## config.mk

```make
export PLATFORM = sky130hd
export DESIGN_NAME = lru_frame_replacer
export DESIGN_NICKNAME = d
export VERILOG_FILES = /design/src/lfr_pkg.sv /design/src/lfr_datapath.sv /design/src/lfr_ctrl.sv /design/src/lru_frame_replacer.sv
export SDC_FILE = /design/constraint.sdc
export NUM_CORES = 1
export LEC_CHECK = 0
export BUFFER_PORTS_ARGS = -buffer_cell sky130_fd_sc_hd__buf_2
export CORE_MARGIN = 2
export CORE_UTILIZATION = 40
export DETAILED_ROUTE_END_ITERATION = 10
export REMOVE_ABC_BUFFERS = 1
export SETUP_SLACK_MARGIN = 0.4
export SLEW_MARGIN = 5
export SYNTH_ARGS = -nofsm -noshare
export SYNTH_HDL_FRONTEND = slang
export SYNTH_HIERARCHICAL = 1
export SYNTH_SLANG_ARGS = --single-unit
```

## constraint.sdc

```tcl
create_clock -name clk -period 6.4 [get_ports clk]
set_input_delay 0.96 -clock clk [delete_from_list [all_inputs] [get_ports clk]]
set_output_delay 0.96 -clock clk [all_outputs]
set_load 0.03 [all_outputs]
```

## src/lfr_pkg.sv

```systemverilog
`timescale 1ns / 1ps

package lfr_pkg;

	// Widths of the item and result fields at the ports.
	localparam int FRAME_W = 6;
	localparam int COUNT_W = 7;
	localparam int OP_W    = 2;

	// Operation codes carried by an input item.
	typedef enum logic [OP_W-1:0] {
		OP_PIN    = 2'd0,
		OP_UNPIN  = 2'd1,
		OP_VICTIM = 2'd2,
		OP_NOP    = 2'd3
	} op_t;

	// Controller states.
	typedef enum logic [1:0] {
		ST_CLEAR,
		ST_IDLE,
		ST_EXEC
	} state_t;

	// Commands from the controller to the datapath.
	typedef struct packed {
		logic clear;
		logic load;
		logic exec;
	} ctrl_cmd_t;

	// Status from the datapath to the controller.
	typedef struct packed {
		logic clear_last;
	} ctrl_sts_t;

endpackage

```

## src/lfr_datapath.sv

```systemverilog
`timescale 1ns / 1ps

module lfr_datapath #(
	parameter int NUM_FRAMES = 64
) (
	input  logic                            clk,
	input  logic                            arst_n,
	input  lfr_pkg::ctrl_cmd_t              cmd,
	output lfr_pkg::ctrl_sts_t              sts,
	input  logic [lfr_pkg::OP_W-1:0]        opcode,
	input  logic [lfr_pkg::FRAME_W-1:0]     frame_number,
	output logic                            victim_found,
	output logic [lfr_pkg::FRAME_W-1:0]     victim_frame,
	output logic [lfr_pkg::COUNT_W-1:0]     listed_count
);
	import lfr_pkg::*;

	localparam int FW = $clog2(NUM_FRAMES);
	localparam int CW = $clog2(NUM_FRAMES + 1);

	// Per-frame stores: listed flag and the two list links.
	logic          flag_mem  [NUM_FRAMES];
	logic [FW-1:0] newer_mem [NUM_FRAMES];
	logic [FW-1:0] older_mem [NUM_FRAMES];

	// List head, tail and size.
	logic [FW-1:0] newest_q, newest_d;
	logic [FW-1:0] oldest_q, oldest_d;
	logic [CW-1:0] count_q, count_d;

	// Clearing pass address.
	logic [FW-1:0] clr_q;

	// Captured item and registered memory reads.
	op_t           op_q;
	logic [FW-1:0] tgt_q;
	logic          in_range_q;
	logic          flag_rd_q;
	logic [FW-1:0] newer_rd_q;
	logic [FW-1:0] older_rd_q;

	// Result registers.
	logic          found_q;
	logic [FW-1:0] vframe_q;

	// Input frame mapped into the index space.
	logic [31:0]   frame_ext;
	logic [FW-1:0] frame_idx;
	logic          in_range;
	logic [FW-1:0] rd_addr;

	// Execute-cycle decisions and memory write ports.
	logic          do_unlink, do_push, found;
	logic          flag_we, flag_wd;
	logic [FW-1:0] flag_wa;
	logic          newer_we, older_we;
	logic [FW-1:0] newer_wa, newer_wd, older_wa, older_wd;

	logic [31:0]   vframe_ext;
	logic [31:0]   count_ext;

	assign frame_ext = 32'(frame_number);
	assign frame_idx = frame_ext[FW-1:0];
	assign in_range  = frame_ext < 32'(NUM_FRAMES);

	// A victim request reads the oldest frame, pin and unpin read the named frame.
	assign rd_addr = (op_t'(opcode) == OP_VICTIM) ? oldest_q : frame_idx;

	assign sts.clear_last = (clr_q == FW'(NUM_FRAMES - 1));

	// Capture the item and read its frame's flag and links.
	always_ff @(posedge clk) begin
		if (cmd.load) begin
			op_q       <= op_t'(opcode);
			tgt_q      <= rd_addr;
			in_range_q <= in_range;
			flag_rd_q  <= flag_mem[rd_addr];
			newer_rd_q <= newer_mem[rd_addr];
			older_rd_q <= older_mem[rd_addr];
		end
	end

	// Decide the list update for the captured item.
	always_comb begin
		do_unlink = 1'b0;
		do_push   = 1'b0;
		found     = 1'b0;
		unique case (op_q)
			OP_PIN: begin
				do_unlink = in_range_q & flag_rd_q;
			end
			OP_UNPIN: begin
				do_push = in_range_q & ~flag_rd_q;
			end
			OP_VICTIM: begin
				do_unlink = (count_q != '0);
				found     = (count_q != '0);
			end
			default: begin
			end
		endcase
	end

	// Next list state and memory writes for the clearing pass and the execute cycle.
	always_comb begin
		newest_d = newest_q;
		oldest_d = oldest_q;
		count_d  = count_q;
		flag_we  = 1'b0;
		flag_wa  = tgt_q;
		flag_wd  = 1'b0;
		newer_we = 1'b0;
		newer_wa = older_rd_q;
		newer_wd = newer_rd_q;
		older_we = 1'b0;
		older_wa = newer_rd_q;
		older_wd = older_rd_q;
		if (cmd.clear) begin
			flag_we = 1'b1;
			flag_wa = clr_q;
			flag_wd = 1'b0;
		end else if (cmd.exec && do_unlink) begin
			flag_we = 1'b1;
			flag_wd = 1'b0;
			if (count_q <= CW'(1)) begin
				count_d = '0;
			end else begin
				count_d = count_q - CW'(1);
				if (tgt_q == newest_q) begin
					newest_d = older_rd_q;
				end else if (tgt_q == oldest_q) begin
					oldest_d = newer_rd_q;
				end else begin
					// Middle of the list: join the two neighbors.
					older_we = 1'b1;
					newer_we = 1'b1;
				end
			end
		end else if (cmd.exec && do_push) begin
			flag_we  = 1'b1;
			flag_wd  = 1'b1;
			newest_d = tgt_q;
			count_d  = count_q + CW'(1);
			if (count_q == '0) begin
				oldest_d = tgt_q;
			end else begin
				newer_we = 1'b1;
				newer_wa = newest_q;
				newer_wd = tgt_q;
				older_we = 1'b1;
				older_wa = tgt_q;
				older_wd = newest_q;
			end
		end
	end

	// Memory write ports.
	always_ff @(posedge clk) begin
		if (flag_we) begin
			flag_mem[flag_wa] <= flag_wd;
		end
	end

	always_ff @(posedge clk) begin
		if (newer_we) begin
			newer_mem[newer_wa] <= newer_wd;
		end
	end

	always_ff @(posedge clk) begin
		if (older_we) begin
			older_mem[older_wa] <= older_wd;
		end
	end

	// List state and clearing pass counter.
	always_ff @(posedge clk or negedge arst_n) begin
		if (!arst_n) begin
			newest_q <= '0;
			oldest_q <= '0;
			count_q  <= '0;
			clr_q    <= '0;
		end else begin
			newest_q <= newest_d;
			oldest_q <= oldest_d;
			count_q  <= count_d;
			if (cmd.clear) begin
				clr_q <= clr_q + FW'(1);
			end
		end
	end

	// Result of the executed item.
	always_ff @(posedge clk) begin
		if (cmd.exec) begin
			found_q  <= found;
			vframe_q <= found ? tgt_q : '0;
		end
	end

	assign vframe_ext   = 32'(vframe_q);
	assign count_ext    = 32'(count_q);
	assign victim_found = found_q;
	assign victim_frame = vframe_ext[FRAME_W-1:0];
	assign listed_count = count_ext[COUNT_W-1:0];

endmodule

```

## src/lfr_ctrl.sv

```systemverilog
`timescale 1ns / 1ps

module lfr_ctrl (
	input  logic               clk,
	input  logic               arst_n,
	input  logic               start,
	input  lfr_pkg::ctrl_sts_t sts,
	output lfr_pkg::ctrl_cmd_t cmd,
	output logic               busy,
	output logic               done
);
	import lfr_pkg::*;

	state_t state_q, state_d;
	logic   done_q;

	// State register and result strobe.
	always_ff @(posedge clk or negedge arst_n) begin
		if (!arst_n) begin
			state_q <= ST_CLEAR;
			done_q  <= 1'b0;
		end else begin
			state_q <= state_d;
			done_q  <= (state_q == ST_EXEC);
		end
	end

	// Next state and commands.
	always_comb begin
		state_d   = state_q;
		cmd.clear = 1'b0;
		cmd.load  = 1'b0;
		cmd.exec  = 1'b0;
		busy      = 1'b1;
		unique case (state_q)
			ST_CLEAR: begin
				cmd.clear = 1'b1;
				if (sts.clear_last) begin
					state_d = ST_IDLE;
				end
			end
			ST_IDLE: begin
				busy = 1'b0;
				if (start) begin
					cmd.load = 1'b1;
					state_d  = ST_EXEC;
				end
			end
			ST_EXEC: begin
				cmd.exec = 1'b1;
				state_d  = ST_IDLE;
			end
			default: begin
				state_d = ST_IDLE;
			end
		endcase
	end

	assign done = done_q;

endmodule

```

## src/lru_frame_replacer.sv

```systemverilog
`timescale 1ns / 1ps

// LRU replacement list for NUM_FRAMES buffer frames. An item (opcode, frame_number)
// is taken when start is high and busy is low: pin removes a listed frame, unpin
// appends an unlisted frame at the newest end, victim removes and returns the oldest
// frame. Every item gives one result, shown for exactly one cycle with done high;
// the receiver cannot hold it, so it must capture the result in that cycle. An item
// is loaded, reading the frame's flag and links from the synchronous per-frame
// memories, then executed, writing the neighbors' links. The result appears in the
// cycle after execution, and busy is already low then, so a new item can be
// taken while the result is shown, but not while one executes. After reset the
// block clears the listed flags, one frame a cycle, keeping busy high meanwhile.
module lru_frame_replacer #(
	parameter int NUM_FRAMES = 64
) (
	input  logic                        clk,
	input  logic                        arst_n,
	input  logic                        start,
	output logic                        busy,
	input  logic [lfr_pkg::OP_W-1:0]    opcode,
	input  logic [lfr_pkg::FRAME_W-1:0] frame_number,
	output logic                        done,
	output logic                        victim_found,
	output logic [lfr_pkg::FRAME_W-1:0] victim_frame,
	output logic [lfr_pkg::COUNT_W-1:0] listed_count
);
	import lfr_pkg::*;

	ctrl_cmd_t cmd;
	ctrl_sts_t sts;

	// Sequencer.
	lfr_ctrl u_ctrl (
		.clk    (clk),
		.arst_n (arst_n),
		.start  (start),
		.sts    (sts),
		.cmd    (cmd),
		.busy   (busy),
		.done   (done)
	);

	// List memories and update logic.
	lfr_datapath #(
		.NUM_FRAMES (NUM_FRAMES)
	) u_datapath (
		.clk          (clk),
		.arst_n       (arst_n),
		.cmd          (cmd),
		.sts          (sts),
		.opcode       (opcode),
		.frame_number (frame_number),
		.victim_found (victim_found),
		.victim_frame (victim_frame),
		.listed_count (listed_count)
	);

endmodule

```

After elaboration in Yosys (flattened, before gate mapping):

Memories as Yosys holds them, arrays and structs flattened. A register that Yosys moved wholly into a read port is not among the register bits.
Index checks and enable logic that the tools add are counted.

* order comparisons: 2
* reductions and logical operators: 12
* equal/unequal tests: 14
* multiplexer cells: 50
* bitwise logic cells: 4
* $add $sub $neg: 3

Operators with widths (count)
* 2-to-1 mux 6 bit: 20
* 2-to-1 mux 1 bit: 23
* 2-to-1 mux 7 bit: 3
* equality test 6 bit: 2
* inequality test 2 bit (second input constant): 6
* adder 7 x 1 -> 7 bit (second input constant): 1
* less-or-equal comparator 7 x 1 -> 1 bit (second input constant): 1
* zero test 7 bit: 1
* < comparator 6 x 7 -> 1 bit (second input constant): 1
* nonzero test 7 bit: 1
* subtractor 7 x 1 -> 7 bit (second input constant): 1
* adder 6 x 1 -> 6 bit (second input constant): 1
* equality test 2 bit (second input constant): 3
* equality test 6 bit (second input constant): 1
* AND reduction 6 bit: 1
* equality test 2 x 1 -> 1 bit (second input constant): 2
* zero test 2 bit: 2
* 2-to-1 mux 2 bit: 2
* case mux 2 bit (2 select lines): 1
* AND reduction 2 bit: 2
* AND reduction 4 bit: 1
* nonzero test 2 bit: 2
* AND 1 bit: 2
* logical AND 1 bit: 2
* 2 further kinds: 3

* logic and storage cells: 99
* memories: 3
* register bits: 44
* memory bits (writable): 832

Memory list
* u_datapath.newer_mem: depth 64, width 6, rd ports 1, clocked after Yosys merged registers in 1, wr ports 1, line lfr_datapath.sv:23 `logic [FW-1:0] newer_mem [NUM_FRAMES];`
* u_datapath.older_mem: depth 64, width 6, rd ports 1, clocked after Yosys merged registers in 1, wr ports 1, line lfr_datapath.sv:24 `logic [FW-1:0] older_mem [NUM_FRAMES];`
* u_datapath.flag_mem: depth 64, width 1, rd ports 1, clocked after Yosys merged registers in 1, wr ports 1, line lfr_datapath.sv:22 `logic flag_mem [NUM_FRAMES];`

Depth between registers and ports, before layout:

* word-level depth: 9
* gate-level depth with buffers: 12
* depth with buffers taken out: 9

Cells and area by module:

Netlist, hierarchy kept.

Modules (own cells, without submodules)
* lfr_datapath: times used 1, cells each 2559, area each 37488.5 µm²
* lfr_ctrl: times used 1, cells each 11, area each 117.6 µm²

Least setup slack after synthesis:

Ideal clock, no wire load.

* path kind: reg-to-reg
* start point: register u_ctrl.state_q[0]
* end point: memory u_datapath/newer_mem[0][4] (netlist bit), data pin
* data required time: 5698 ps
* path slack: 26 ps
* data arrival time: 5672 ps
* stages on the path, launching flop included: 9
* setup time: 702 ps
* path through: dfrtp_1 -> nor2b_1 -> nor2b_1 -> and3_1 -> clkbuf_1 -> nand2b_1 -> buf_2 -> buf_2 -> o21ai_0

RTL lines
* start: declaration: line lfr_ctrl.sv:14 `state_t state_q, state_d;`
* start signal: assignment: line lfr_ctrl.sv:23 `state_q <= state_d;`
* end: declaration: line lfr_datapath.sv:23

Final worst setup path:

* start point: register u_datapath.count_q[0], in the netlist u_datapath/listed_count[0]
* end point: memory u_datapath/newer_mem[15][3] (netlist bit), enable pin

* word-level cells in the longest chain between the ends: 7

Ends and longest elaborated chain
* start: declaration: line lfr_datapath.sv:29 `logic [CW-1:0] count_q, count_d;`
* start signal: assignment: line lfr_datapath.sv:186 `count_q <= count_d;`
* parallel branches: the longest is 7 deep, another holds less-or-equal comparator 7 x 1 -> 1 bit

Parallel ways; which one is timed is not known.

==> out/metrics.cfg <==
[global_route]
grt_antenna_before_repair=7
maximum_number_of_pins_on_one_net_before_global_route_repair=113
global_route.overflow_total=0
overall_global_routing_resource_usage_pct=19.9
grt_pass1_vias=22189
grt_first_pass_wirelength_um=145000

[floorplanning]
chipHeight_um=311
die-area_um2=96500
initial_util_pct=40.4
floorplan.core_area_um2=93200
pin_count=27
die_width_um=311
row_cnt=112

[placed_design]
place_inst=3725
port-buffer-count=26
hpwlAfterDp_um=59900
gp_routability_congestion=0.879
post_dp_cell_area_um2=39100

[synthesis]
netlist.top_cell.by_area=edfxtp_1
synth_edf_count=860
async_flop_share_pct=3.15
post_synth.cell_area_avg_um2=14.6
synth_top_flop_cell=edfxtp_1
synth_sequential_area_ratio_pct=70.5
library_cell_with_the_highest_instance_count_after_synthesis=edfxtp_1
flop_and_latch_count_out_of_synthesis=888
yosysWarnings=6
synth_top_cell_area_share_pct=68.7
synth_common_cells=edfxtp_1, nand2_1, nor2_1
synth.distinct_cells=59
synth_top_cells_by_area=edfxtp_1, mux4_2, nand2_1
synth_cells=2570
synth.cell_area_um2=37600

[clocking]
cts_num_sinks=888
cts_max_level=3
worstSkewPairLatency_ns=0.66
clk_pin_slew_worst_paths_ns=0.06
max-clock-path-buffers=3
postCtsSetupBuffers=0
cts_root_buf=clkbuf_16
tritoncts_clock_tree=done
cts_buffers=89
post_cts_resized=0
hold_buf_count_cts=0

[route]
via_per_inst=5.84
routed-wl-met3_um=8020
met1Wirelength_um=40700
total_number_of_vias=22664
routed_wl_um=97000
top_layer_used=met5
wl_met2_um=45600
drt_pre_antenna_iters=6
drt-initial-drc-count=2535
wl_per_cell_um=25.0
ant_nets=0
drc=0

[cells_and_area]
n_antenna_cell=0
final_design_area_no_fill_um2=42000
final-seq-area_um2=26500
layout.cells.non_filler=3882
final_cell_utilization_of_the_core_pct=45.1
area_growth_pct=11.7
n_fill_cell=8109
finish.net_count=2577
drive_gt1_share_pct=12.6
multi_input_gate_area_in_the_final_layout_um2=10500

[pwr]
cellPowerDensity_nw_per_um2=319
leakage_nw=13.1
vdd_drop_max_v=0.000226
total_power_w=0.0134

[run]
cap_viol_max_count=0

[setup_path]
slowest_stage=nand2_1
critical_path_arrival_ns=4.99
timing.reg2reg.worst_path_depth=9
critical-path-top-cell-by-count=nand2_1
startpoint_type=flip-flop
cp.depth=9
worstReg2RegEnd=u_datapath/newer_mem[15][3]
timing.critical_path.slowest_cell_delay_ns=0.95
cp_data_required_time_ns=6.68
crit_chain=inv_1, ha_1, nor3b_1, a311oi_2, buf_4, nand2_1, o41ai_2, nand2_1, nor2_1
worstSetupEndpointType=flip-flop
worst_r2r_startpoint=u_datapath/listed_count[0]
path_class=flip-flop to flip-flop
cp_top_family=simple AND/OR/NAND/NOR gates
regToRegSetupSlack_ns=1.69
timing.critical_path.fanout_max=20
worstPathBufferInverterCount=2

[timing]
final.min_clock_period_ns=4.71
unrepaired_setup_endpoints_after_global_routing=no
maxClockFrequency_ghz=0.212
timing_worst_slew_pin_value_ns=1.30
maxSlewViolCount=0
final_min_period_over_clock_period_pct=73.6
worst_slew_margin_rel_pct=13.4
worst_setup_skew_after_layout_ns=0.0274
finalSetupViolCount=0
timing.final.hold_violations=0

[min_path]
hold_path.class=input pin to asynchronous set/reset pin

[run_status]
run_status=finished, final reports clean

metal layers:
metal	vias to the layer above	global-route usage [%]
met5	-	0
met4	6	6.47
met3	170	4.18
met2	984	31.3
met1	11608	27.6
li1	9896	-
worst register-to-register path, stage by stage (launching register included):
cell and delay, ns:
dfrtp_1 0.45, inv_1 0.11, ha_1 0.24, nor3b_1 0.20, a311oi_2 0.25, buf_4 0.28
nand2_1 0.19, o41ai_2 0.94, nand2_1 0.95, nor2_1 0.75
placed cells by master (no fill, tap or decap), types with 10 or more instances in the layout:
cell and instances:
edfxtp_1 860, nand2_1 301, nor2_1 258, nand3_1 142, mux2i_1 115, o211ai_1 104
mux4_2 102, clkbuf_16 93, nand2b_1 61, o21ai_0 51, buf_4 39, nand4_1 33
nor3_1 28, dfrtp_1 27, buf_2 25, a31oi_1 25, and4b_1 25, a32oi_1 25
clkbuf_1 22, a21oi_1 22, nor2b_1 16, nor4_1 15, clkinv_1 14, a32o_1 14
clkinv_2 13, a211oi_1 13, nand3b_1 12, and4_1 12, xnor2_1 12, inv_1 11
bufinv_16 10, nor3b_1 10, and2_1 10, o21ai_1 10
registers in the layout, summed over array words and instances, names as in the netlist, 6 cells and up:
register / count
u_datapath/victim_frame: 6
u_datapath/newest_q: 6
u_datapath/older_rd_q: 6
u_datapath/older_mem: 384
u_datapath/flag_mem: 64
u_datapath/oldest_q: 6
u_datapath/newer_mem: 384
u_datapath/tgt_q: 6
u_datapath/clr_q: 6
u_datapath/newer_rd_q: 6
u_datapath/listed_count: 7
cell type report:
type                       count  area share, %
clock buffer                 115           5.74
sequential                   888           63.2
tap                         1254           3.74
inverter                      14          0.149
clock inverter                42           1.09
multi-input combinational   1503           25.0
timing repair buffer          66           1.09
logic make-up after synthesis:
group	after synthesis	share of synthesized area, %
fa+ha+maj	4	0.133
compound gates	308	5.72
simple gates	951	11.9
flops	888	70.5
xor+xnor	17	0.396
mux	223	9.35
buf+inv	179	1.95
how the worst max path moves through the flow:
stage	start	end	slack, ns
2_1_floorplan	u_datapath/oldest_q[0]	u_datapath/older_rd_q[3]	-3.45
3_3_place_gp	opcode[1]	u_datapath/newer_rd_q[3]	1.78
3_5_place_dp	opcode[1]	u_datapath/newer_rd_q[3]	1.77
4_1_cts	u_datapath/listed_count[0]	u_datapath/newer_mem[15][3]	1.78
5_1_grt	u_ctrl/state_q[0]	u_datapath/older_mem[33][3]	1.40
6_report	u_datapath/listed_count[0]	u_datapath/newer_mem[15][3]	1.69
metrics by stage:
step                      hold slack [ns]  worst slack, ns  TNS, ns
final                               0.372             1.69        0
after global routing                0.416             1.40        0
after CTS                           0.380             1.78        0
after detailed placement            0.507             1.77        0
after global placement              0.497             1.78        0
after floorplan                     0.465            -3.45   -53.64
power breakdown:
part           leakage (nW)  switching, W  total [W]  internal [W]
clock network          1.40       0.00212    0.00517       0.00305
registers              8.05      0.000149    0.00673       0.00658
logic                  3.65       0.00107    0.00150      0.000428
No activity file was read; power rests on OpenSTA's default activity.
